`src/sv/r2sa_pkg.sv`:
```
package r2sa_pkg;

  // Default capacity of the pair counter
  localparam int MAX_PAIRS_DEF = 65536;

  // Field and accumulator widths
  localparam int VAL_W    = 16;
  localparam int RSQ_W    = 32;
  localparam int RSS_W    = 48;
  localparam int TSS_W    = 47;
  localparam int SUM1_W   = 33;
  localparam int SUM2_W   = 47;
  localparam int SUMR_W   = 49;

  // Shared divider widths
  localparam int DVD_W    = 64;
  localparam int DVS_W    = 47;

  // Fixed-point constants
  localparam logic [RSQ_W-1:0] ONE_Q16    = 32'h0001_0000;
  localparam logic [RSQ_W-1:0] RSQ_MIN    = 32'h8000_0000;
  localparam logic [DVD_W-1:0] SAT_LIMIT  = 64'h0000_0000_8001_0000;
  localparam logic [RSS_W-1:0] RSS_MAX    = 48'hFFFF_FFFF_FFFF;

  // Result status codes
  typedef enum logic [1:0] {
    ST_OK       = 2'd0,
    ST_ZERO_VAR = 2'd1,
    ST_SAT      = 2'd2
  } status_t;

  // Input beat
  typedef struct packed {
    logic signed [VAL_W-1:0] true_value;
    logic signed [VAL_W-1:0] predicted_value;
    logic                    last_pair;
  } in_beat_t;

  // Result beat
  typedef struct packed {
    logic signed [RSQ_W-1:0] r_squared;
    logic [RSS_W-1:0]        residual_sum;
    logic [TSS_W-1:0]        total_sum;
    status_t                 status;
  } out_beat_t;

  // Running sums handed from the accumulator to the sequencer
  typedef struct packed {
    logic signed [SUM1_W-1:0] sum_true;
    logic [SUM2_W-1:0]        sum_true_squares;
    logic [SUMR_W-1:0]        sum_residual_squares;
  } acc_sums_t;

endpackage

```
`src/sv/r2sa_accum.sv`:
```
module r2sa_accum #(
  parameter int MAX_PAIRS = r2sa_pkg::MAX_PAIRS_DEF,
  parameter int CNT_W     = $clog2(MAX_PAIRS + 1)
) (
  input  logic                                clk,
  input  logic                                rst_n,
  input  logic                                take_i,
  input  logic                                clear_i,
  input  logic signed [r2sa_pkg::VAL_W-1:0]   true_i,
  input  logic signed [r2sa_pkg::VAL_W-1:0]   pred_i,
  output logic [CNT_W-1:0]                    count_o,
  output r2sa_pkg::acc_sums_t                 sums_o
);

  logic [CNT_W-1:0]                        cnt_r, cnt_nxt;
  r2sa_pkg::acc_sums_t                     sums_r, sums_nxt;
  logic signed [r2sa_pkg::VAL_W:0]         diff;
  logic signed [2*r2sa_pkg::VAL_W-1:0]     sq_true;
  logic signed [2*r2sa_pkg::VAL_W+1:0]     sq_diff;
  logic                                    room;

  // Square the target and the residual of this beat
  assign diff    = {true_i[r2sa_pkg::VAL_W-1], true_i} - {pred_i[r2sa_pkg::VAL_W-1], pred_i};
  assign sq_true = true_i * true_i;
  assign sq_diff = diff * diff;
  assign room    = (cnt_r < CNT_W'(MAX_PAIRS));

  // Advance the sums, drop beats once the counter is full
  always_comb begin
    cnt_nxt  = cnt_r;
    sums_nxt = sums_r;
    if (clear_i) begin
      cnt_nxt  = '0;
      sums_nxt = '0;
    end else if (take_i && room) begin
      cnt_nxt                       = cnt_r + CNT_W'(1);
      sums_nxt.sum_true             = sums_r.sum_true +
                                      {{(r2sa_pkg::SUM1_W-r2sa_pkg::VAL_W){true_i[r2sa_pkg::VAL_W-1]}},
                                       true_i};
      sums_nxt.sum_true_squares     = sums_r.sum_true_squares +
                                      r2sa_pkg::SUM2_W'(sq_true[2*r2sa_pkg::VAL_W-2:0]);
      sums_nxt.sum_residual_squares = sums_r.sum_residual_squares +
                                      r2sa_pkg::SUMR_W'(sq_diff[2*r2sa_pkg::VAL_W:0]);
    end
  end

  always_ff @(posedge clk) begin
    if (!rst_n) begin
      cnt_r  <= '0;
      sums_r <= '0;
    end else begin
      cnt_r  <= cnt_nxt;
      sums_r <= sums_nxt;
    end
  end

  assign count_o = cnt_r;
  assign sums_o  = sums_r;

endmodule

```
`src/sv/r2sa_divider.sv`:
```
module r2sa_divider (
  input  logic                          clk,
  input  logic                          rst_n,
  input  logic                          start_i,
  input  logic [r2sa_pkg::DVD_W-1:0]    dividend_i,
  input  logic [r2sa_pkg::DVS_W-1:0]    divisor_i,
  output logic                          done_o,
  output logic [r2sa_pkg::DVD_W-1:0]    quotient_o
);

  localparam int STEP_W = $clog2(r2sa_pkg::DVD_W);

  logic [r2sa_pkg::DVS_W-1:0]  rem_r, rem_nxt;
  logic [r2sa_pkg::DVD_W-1:0]  dvd_r, dvd_nxt;
  logic [r2sa_pkg::DVS_W-1:0]  dvs_r;
  logic [STEP_W-1:0]           step_r;
  logic                        busy_r, done_r;
  logic [r2sa_pkg::DVS_W:0]    rem_sh;
  logic [r2sa_pkg::DVS_W:0]    rem_sub;
  logic                        fits;
  logic                        last_step;

  // One restoring step: shift in a dividend bit, subtract if it fits
  assign rem_sh    = {rem_r, dvd_r[r2sa_pkg::DVD_W-1]};
  assign fits      = (rem_sh >= {1'b0, dvs_r});
  assign rem_sub   = rem_sh - {1'b0, dvs_r};
  assign rem_nxt   = fits ? rem_sub[r2sa_pkg::DVS_W-1:0] : rem_sh[r2sa_pkg::DVS_W-1:0];
  assign dvd_nxt   = {dvd_r[r2sa_pkg::DVD_W-2:0], fits};
  assign last_step = (step_r == STEP_W'(r2sa_pkg::DVD_W - 1));

  // Sequence control
  always_ff @(posedge clk) begin
    if (!rst_n) begin
      busy_r <= 1'b0;
      done_r <= 1'b0;
      step_r <= '0;
    end else begin
      done_r <= 1'b0;
      if (start_i) begin
        busy_r <= 1'b1;
        step_r <= '0;
      end else if (busy_r) begin
        step_r <= step_r + STEP_W'(1);
        if (last_step) begin
          busy_r <= 1'b0;
          done_r <= 1'b1;
        end
      end
    end
  end

  // Operand and partial remainder registers
  always_ff @(posedge clk) begin
    if (start_i) begin
      rem_r <= '0;
      dvd_r <= dividend_i;
      dvs_r <= divisor_i;
    end else if (busy_r) begin
      rem_r <= rem_nxt;
      dvd_r <= dvd_nxt;
    end
  end

  assign done_o     = done_r;
  assign quotient_o = dvd_r;

endmodule

```
`src/sv/r2_score_accumulator.sv`:
```
// Channel | Ports                        | Beat
// input   | in_valid  in_ready  in_data  | r2sa_pkg::in_beat_t (true, predicted, last)
// result  | out_valid out_ready out_data | r2sa_pkg::out_beat_t (R^2, RSS, TSS, status)
//
// A pair that is not marked last is added into the sums in the cycle after it is taken;
// pairs may follow back to back while the sequencer is idle. A last pair sends the
// squared target sum over the count through the shared restoring divider in 64 steps,
// then, unless the total variance is zero, RSS/TSS in a second 64-step pass.
// rst_n is synchronous and clears the counter, the sums and the sequencer.
// A held result stalls only the final step; no pairs are taken until that step ends.
module r2_score_accumulator #(
  parameter int MAX_PAIRS = r2sa_pkg::MAX_PAIRS_DEF
) (
  input  logic                 clk,
  input  logic                 rst_n,
  input  logic                 in_valid,
  output logic                 in_ready,
  input  r2sa_pkg::in_beat_t   in_data,
  output logic                 out_valid,
  input  logic                 out_ready,
  output r2sa_pkg::out_beat_t  out_data
);

  localparam int CNT_W = $clog2(MAX_PAIRS + 1);

  typedef enum logic [7:0] {
    S_IDLE    = 8'b0000_0001,
    S_MUL     = 8'b0000_0010,
    S_Q1_GO   = 8'b0000_0100,
    S_Q1_WAIT = 8'b0000_1000,
    S_TSS     = 8'b0001_0000,
    S_R2_GO   = 8'b0010_0000,
    S_R2_WAIT = 8'b0100_0000,
    S_FIN     = 8'b1000_0000
  } state_t;

  state_t                          state_r, state_nxt;
  logic                            take;
  logic                            acc_clear;
  logic [CNT_W-1:0]                count;
  r2sa_pkg::acc_sums_t             sums;

  logic [r2sa_pkg::SUM1_W-1:0]     s1_abs;
  logic [r2sa_pkg::DVD_W-1:0]      prod_r;
  logic [r2sa_pkg::TSS_W-1:0]      tss_r, tss_nxt;
  logic [r2sa_pkg::RSS_W-1:0]      rss_r, rss_nxt;
  logic                            zero_r;

  logic                            div_start;
  logic [r2sa_pkg::DVD_W-1:0]      div_dividend;
  logic [r2sa_pkg::DVS_W-1:0]      div_divisor;
  logic                            div_done;
  logic [r2sa_pkg::DVD_W-1:0]      div_quo;
  logic [CNT_W-1:0]                n_safe;

  logic                            out_valid_r;
  r2sa_pkg::out_beat_t             out_data_r, out_beat;
  logic                            out_free;
  logic [r2sa_pkg::RSQ_W-1:0]      r_calc;

  assign in_ready  = (state_r == S_IDLE);
  assign take      = in_valid && in_ready;
  assign out_free  = !out_valid_r || out_ready;
  assign acc_clear = (state_r == S_FIN) && out_free;

  r2sa_accum #(
    .MAX_PAIRS (MAX_PAIRS),
    .CNT_W     (CNT_W)
  ) u_accum (
    .clk     (clk),
    .rst_n   (rst_n),
    .take_i  (take),
    .clear_i (acc_clear),
    .true_i  (in_data.true_value),
    .pred_i  (in_data.predicted_value),
    .count_o (count),
    .sums_o  (sums)
  );

  // Feed the shared divider: S1^2 / n first, then rounded RSS * 2^16 / TSS
  assign n_safe       = (count == '0) ? CNT_W'(1) : count;
  assign div_start    = (state_r == S_Q1_GO) || (state_r == S_R2_GO);
  assign div_dividend = (state_r == S_Q1_GO) ? prod_r :
                        ({rss_r, 16'h0000} +
                         r2sa_pkg::DVD_W'(tss_r[r2sa_pkg::TSS_W-1:1]));
  assign div_divisor  = (state_r == S_Q1_GO) ? r2sa_pkg::DVS_W'(n_safe) : tss_r;

  r2sa_divider u_div (
    .clk        (clk),
    .rst_n      (rst_n),
    .start_i    (div_start),
    .dividend_i (div_dividend),
    .divisor_i  (div_divisor),
    .done_o     (div_done),
    .quotient_o (div_quo)
  );

  // Square the magnitude of the target sum
  assign s1_abs = sums.sum_true[r2sa_pkg::SUM1_W-1] ? (-sums.sum_true) : sums.sum_true;

  always_ff @(posedge clk) begin
    if (state_r == S_MUL) begin
      prod_r <= s1_abs[31:0] * s1_abs[31:0];
    end
  end

  // Total and residual sums of squares; clamp TSS at zero, saturate RSS
  always_comb begin
    if ({17'h0, sums.sum_true_squares} >= div_quo) begin
      tss_nxt = sums.sum_true_squares - div_quo[r2sa_pkg::TSS_W-1:0];
    end else begin
      tss_nxt = '0;
    end
    if (sums.sum_residual_squares[r2sa_pkg::SUMR_W-1]) begin
      rss_nxt = r2sa_pkg::RSS_MAX;
    end else begin
      rss_nxt = sums.sum_residual_squares[r2sa_pkg::RSS_W-1:0];
    end
  end

  always_ff @(posedge clk) begin
    if (state_r == S_TSS) begin
      tss_r  <= tss_nxt;
      rss_r  <= rss_nxt;
      zero_r <= (tss_nxt == '0);
    end
  end

  // Sequencer
  always_comb begin
    state_nxt = state_r;
    case (state_r)
      S_IDLE:    if (take && in_data.last_pair) state_nxt = S_MUL;
      S_MUL:     state_nxt = S_Q1_GO;
      S_Q1_GO:   state_nxt = S_Q1_WAIT;
      S_Q1_WAIT: if (div_done) state_nxt = S_TSS;
      S_TSS:     state_nxt = (tss_nxt == '0) ? S_FIN : S_R2_GO;
      S_R2_GO:   state_nxt = S_R2_WAIT;
      S_R2_WAIT: if (div_done) state_nxt = S_FIN;
      S_FIN:     if (out_free) state_nxt = S_IDLE;
      default:   state_nxt = S_IDLE;
    endcase
  end

  always_ff @(posedge clk) begin
    if (!rst_n) begin
      state_r <= S_IDLE;
    end else begin
      state_r <= state_nxt;
    end
  end

  // Form R^2 from the quotient, saturate at the low end
  assign r_calc = r2sa_pkg::ONE_Q16 - div_quo[r2sa_pkg::RSQ_W-1:0];

  always_comb begin
    out_beat.residual_sum = rss_r;
    out_beat.total_sum    = tss_r;
    if (zero_r) begin
      out_beat.r_squared = '0;
      out_beat.status    = r2sa_pkg::ST_ZERO_VAR;
    end else if (div_quo > r2sa_pkg::SAT_LIMIT) begin
      out_beat.r_squared = r2sa_pkg::RSQ_MIN;
      out_beat.status    = r2sa_pkg::ST_SAT;
    end else begin
      out_beat.r_squared = r_calc;
      out_beat.status    = r2sa_pkg::ST_OK;
    end
  end

  // Hold the result beat until taken
  always_ff @(posedge clk) begin
    if (!rst_n) begin
      out_valid_r <= 1'b0;
    end else if (acc_clear) begin
      out_valid_r <= 1'b1;
    end else if (out_ready) begin
      out_valid_r <= 1'b0;
    end
  end

  always_ff @(posedge clk) begin
    if (acc_clear) begin
      out_data_r <= out_beat;
    end
  end

  assign out_valid = out_valid_r;
  assign out_data  = out_data_r;

endmodule

```
`config.mk`:
```
export PLATFORM = sky130hd
export DESIGN_NAME = r2_score_accumulator
export DESIGN_NICKNAME = d
export VERILOG_FILES = /design/src/sv/r2sa_pkg.sv /design/src/sv/r2sa_accum.sv /design/src/sv/r2sa_divider.sv /design/src/sv/r2_score_accumulator.sv
export SDC_FILE = /design/constraint.sdc
export NUM_CORES = 2
export LEC_CHECK = 0
export ABC_AREA = 1
export ABC_CLOCK_PERIOD_IN_PS = 23700
export BUFFER_PORTS_ARGS = -buffer_cell sky130_fd_sc_hd__buf_2
export CELL_PAD_IN_SITES_DETAIL_PLACEMENT = 0
export CELL_PAD_IN_SITES_GLOBAL_PLACEMENT = 1
export CORE_MARGIN = 1
export CORE_UTILIZATION = 53
export CTS_CLUSTER_DIAMETER = 100
export CTS_CLUSTER_SIZE = 8
export DETAILED_ROUTE_END_ITERATION = 10
export GPL_TIMING_DRIVEN = 0
export PLACE_DENSITY = 0.86
export SYNTH_ARGS = -nofsm -noshare
export SYNTH_HDL_FRONTEND = slang
export SYNTH_HIERARCHICAL = 1
export SYNTH_SLANG_ARGS = --single-unit
```
`constraint.sdc`:
```
create_clock -name clk -period 23.7 [get_ports clk]
set_clock_uncertainty 0.05 [all_clocks]
set_input_delay 1.185 -clock clk [delete_from_list [all_inputs] [get_ports clk]]
set_output_delay 1.185 -clock clk [all_outputs]
set_load 0.05 [all_outputs]
```
==> impl_results.md <==
- Status: complete, no violations
- Die Wd: about 420 µm
- CP max stage cell: clkbuf_1
- WL final: between 300000 and 400000 µm
- Root Buffer: clkbuf_16
- RSZ-0062 raised after global routing: false
- Setup crit end kind: flop
- TritonCTS clock tree: done
- Rows: 152
- Layout Nets: 14600
- Gr usage total: between 30% and 40%
- Min-Delay Path Class: flop to flop
- Largest net degree at the start of global routing: 66
- Yosys top cell by area: fa_1
- Vias per cell: between 5 and 6
- Setup total negative slack: 0 ns
- Startpoint Class: flop
- Initial Util: 53.6%
- Final worst slack: about 11 ns
- Worst-Skew Late Latency: 0.73 ns
- Worst path required time: 24.12 ns
- Count leader, synth: inv_1
- Finished Layout Cells: 14900
- Sequential-to-total area share from yosys stat: 17.5%
- GPL Wtd Cong: 1.03
- Reg clk slew, reported paths: 0.05 ns
- Synth warn: 6
- Max Cap Viol: 0
- Dpl hpwl: 274000 µm
- Core Area: 172000 µm²
- Mapped Cells: around 12000
- Layout cell share with drive strength beyond 1: under 10%
- Post-synthesis cell area: 92300 µm²
- Total gr overflow: 0
- CP peak stage delay: ~0.86 ns
- ANT nets after route: 0
- Flip-flop and latch count after synthesis: 609
- Worst-margin pin slew: 1.45 ns
- CP Class: flop to flop
- CP Max Fanout: 11
- Period utilization: between 50 and 60%
- Postcts setup bufs: 0
- Crit path DAT: around 13 ns
- Total I/O pin count: 168
- Clock buffer count from CTS: 89
- DR pass1 iterations: 6
- Post_cts resized: 0
- Most frequent cells after synthesis: inv_1, nand2_1, nor2_1
- Vias: between 80000 and 90000
- Final Util: 57.4%
- Post-DR wirelength/cell: 21.8 µm
- Post-synth EDFFs: ~400
- IO Port Bufs: 167
- Die Ht: 419 µm
- Asr flop ratio synth: 0%
- Clk buf depth: 3
- DRC viols: 0
- Slew Limit Headroom: 3.05%
- Synth area leaders: fa_1, edfxtp_1, inv_1
- Cell variety after synth: 68
- Total die area: 176000 µm²
- Final slew viol count: 0
- Syn-to-layout area delta: 7.20%
- Hold-fix buffers, CTS: 0
- DR iter-0 viols: 7613
- Dpl ws: 11.59 ns
- Synth top area share: approximately 28%
- Syn Area/Cell: 7.52 µm²
- Top FF cell, synth: edfxtp_1
- Setup violations, final: 0
- First-pass GRT wire length: 487000 µm
- Min Tclk post-route: 12.46 ns
- CTS H-tree depth: 3
- Vias in the first global route: 80300
- Antenna violations before repair: 10
- F_max: 0.0802 GHz
- Post-Place Cells: 14800
- Final Hold Fails: 0
- Sinks on Clock Net: 609
-- placed cells by master (no fill, tap or decap), drive strengths merged, types with 34 or more instances in the layout --
| cell | count |
|---|---|
| nand3 | 439 |
| nand4 | 91 |
| or2 | 92 |
| inv | 3036 |
| xor2 | 191 |
| ha | 686 |
| fa | 1307 |
| a31oi | 43 |
| edfxtp | 399 |
| nor2 | 1419 |
| o21bai | 63 |
| buf | 260 |
| nor4 | 34 |
| nand2 | 2894 |
| xnor2 | 108 |
| dfxtp | 210 |
| nor3 | 101 |
| o21ai | 306 |
| a21oi | 461 |
| clkbuf | 310 |
-- sequential cells by signal, summed over array words and instances (netlist names) --
| signal | cells |
|---|---|
| state_r | 8 |
| u_accum/sums_o | 129 |
| u_div/quotient_o | 64 |
| u_div/dvs_r | 47 |
| u_div/rem_r | 47 |
| out_valid | 1 |
| zero_r | 1 |
| u_div/step_r | 6 |
| out_data | 129 |
| prod_r | 63 |
| u_accum/count_o | 17 |
| u_div/busy_r | 1 |
| u_div/done_o | 1 |
| tss_r | 47 |
| rss_r | 48 |
-- path summary, 6_finish.rpt --
| check | startpoint | endpoint | slack [ns] | depth (start not counted) |
|---|---|---|---|---|
| worst min-delay path | u_div/rem_r[46] | u_div/rem_r[46] | 0.41 | 2 |
| worst min register to register | u_div/rem_r[46] | u_div/rem_r[46] | 0.41 | 2 |
| worst max-delay path | u_accum/sums_o[96] | prod_r[50] | 11.24 | 36 |
| worst max register to register | u_accum/sums_o[96] | prod_r[50] | 11.24 | 36 |
-- final cells by class --
class / count / area [µm²]
timing repair buffer: 173 / 963
clock inverter: 11 / 195
antenna: 10 / 25.0
clock buffer: 154 / 2540
fill: 16500 / 73300
inverter: 3042 / 11400
multi-input combinational: 8389 / 63700
tap: 2310 / 2890
sequential: 609 / 16200
buffer: 243 / 1060
-- metrics by stage --
step	instance area, µm²	hold slack [ns]
floorplan	92300	0.377
global placement	96000	0.405
detailed placement	96200	0.408
CTS	98900	0.416
global route	98900	0.434
finish	99000	0.415
-- critical path, delay by kind of cell, from the launching register on --
| family | cells | cell delay [ns] |
|---|---|---|
| AOI/OAI and AO/OA | 7 | 2.09 |
| xor gates and xnor gates | 1 | 0.16 |
| adders and majority gates | 10 | 5.08 |
| buffers and inverters | 12 | 2.97 |
| DFF | 1 | 0.39 |
| and+or+nand+nor | 6 | 1.49 |
-- routing by layer --
layer	GRT usage (%)	vias up	share of wire, %
met1	50.3	38800	42
met2	58.3	3417	44
met5	0	-	0.0049
li1	-	37500	-
met4	18.6	2	5.9
met3	6.71	697	8.5
-- cells by family (layout without fill, tap and decap cells) --
family	Yosys count	in the layout	synth area share, %
other	1	12	0.00406
buffers and inverters	3285	3623	13.5
adder cells (fa/ha/maj)	1993	1993	37.6
AND/OR/NAND/NOR	5116	5116	22.5
XOR/XNOR	299	299	2.90
flip-flops	609	609	17.5
AO/OA/AOI/OAI	979	979	5.89
Power is left out: the tool's default activity adds up to more than one toggle a clock period on the data nets, which glitch-free logic cannot reach.
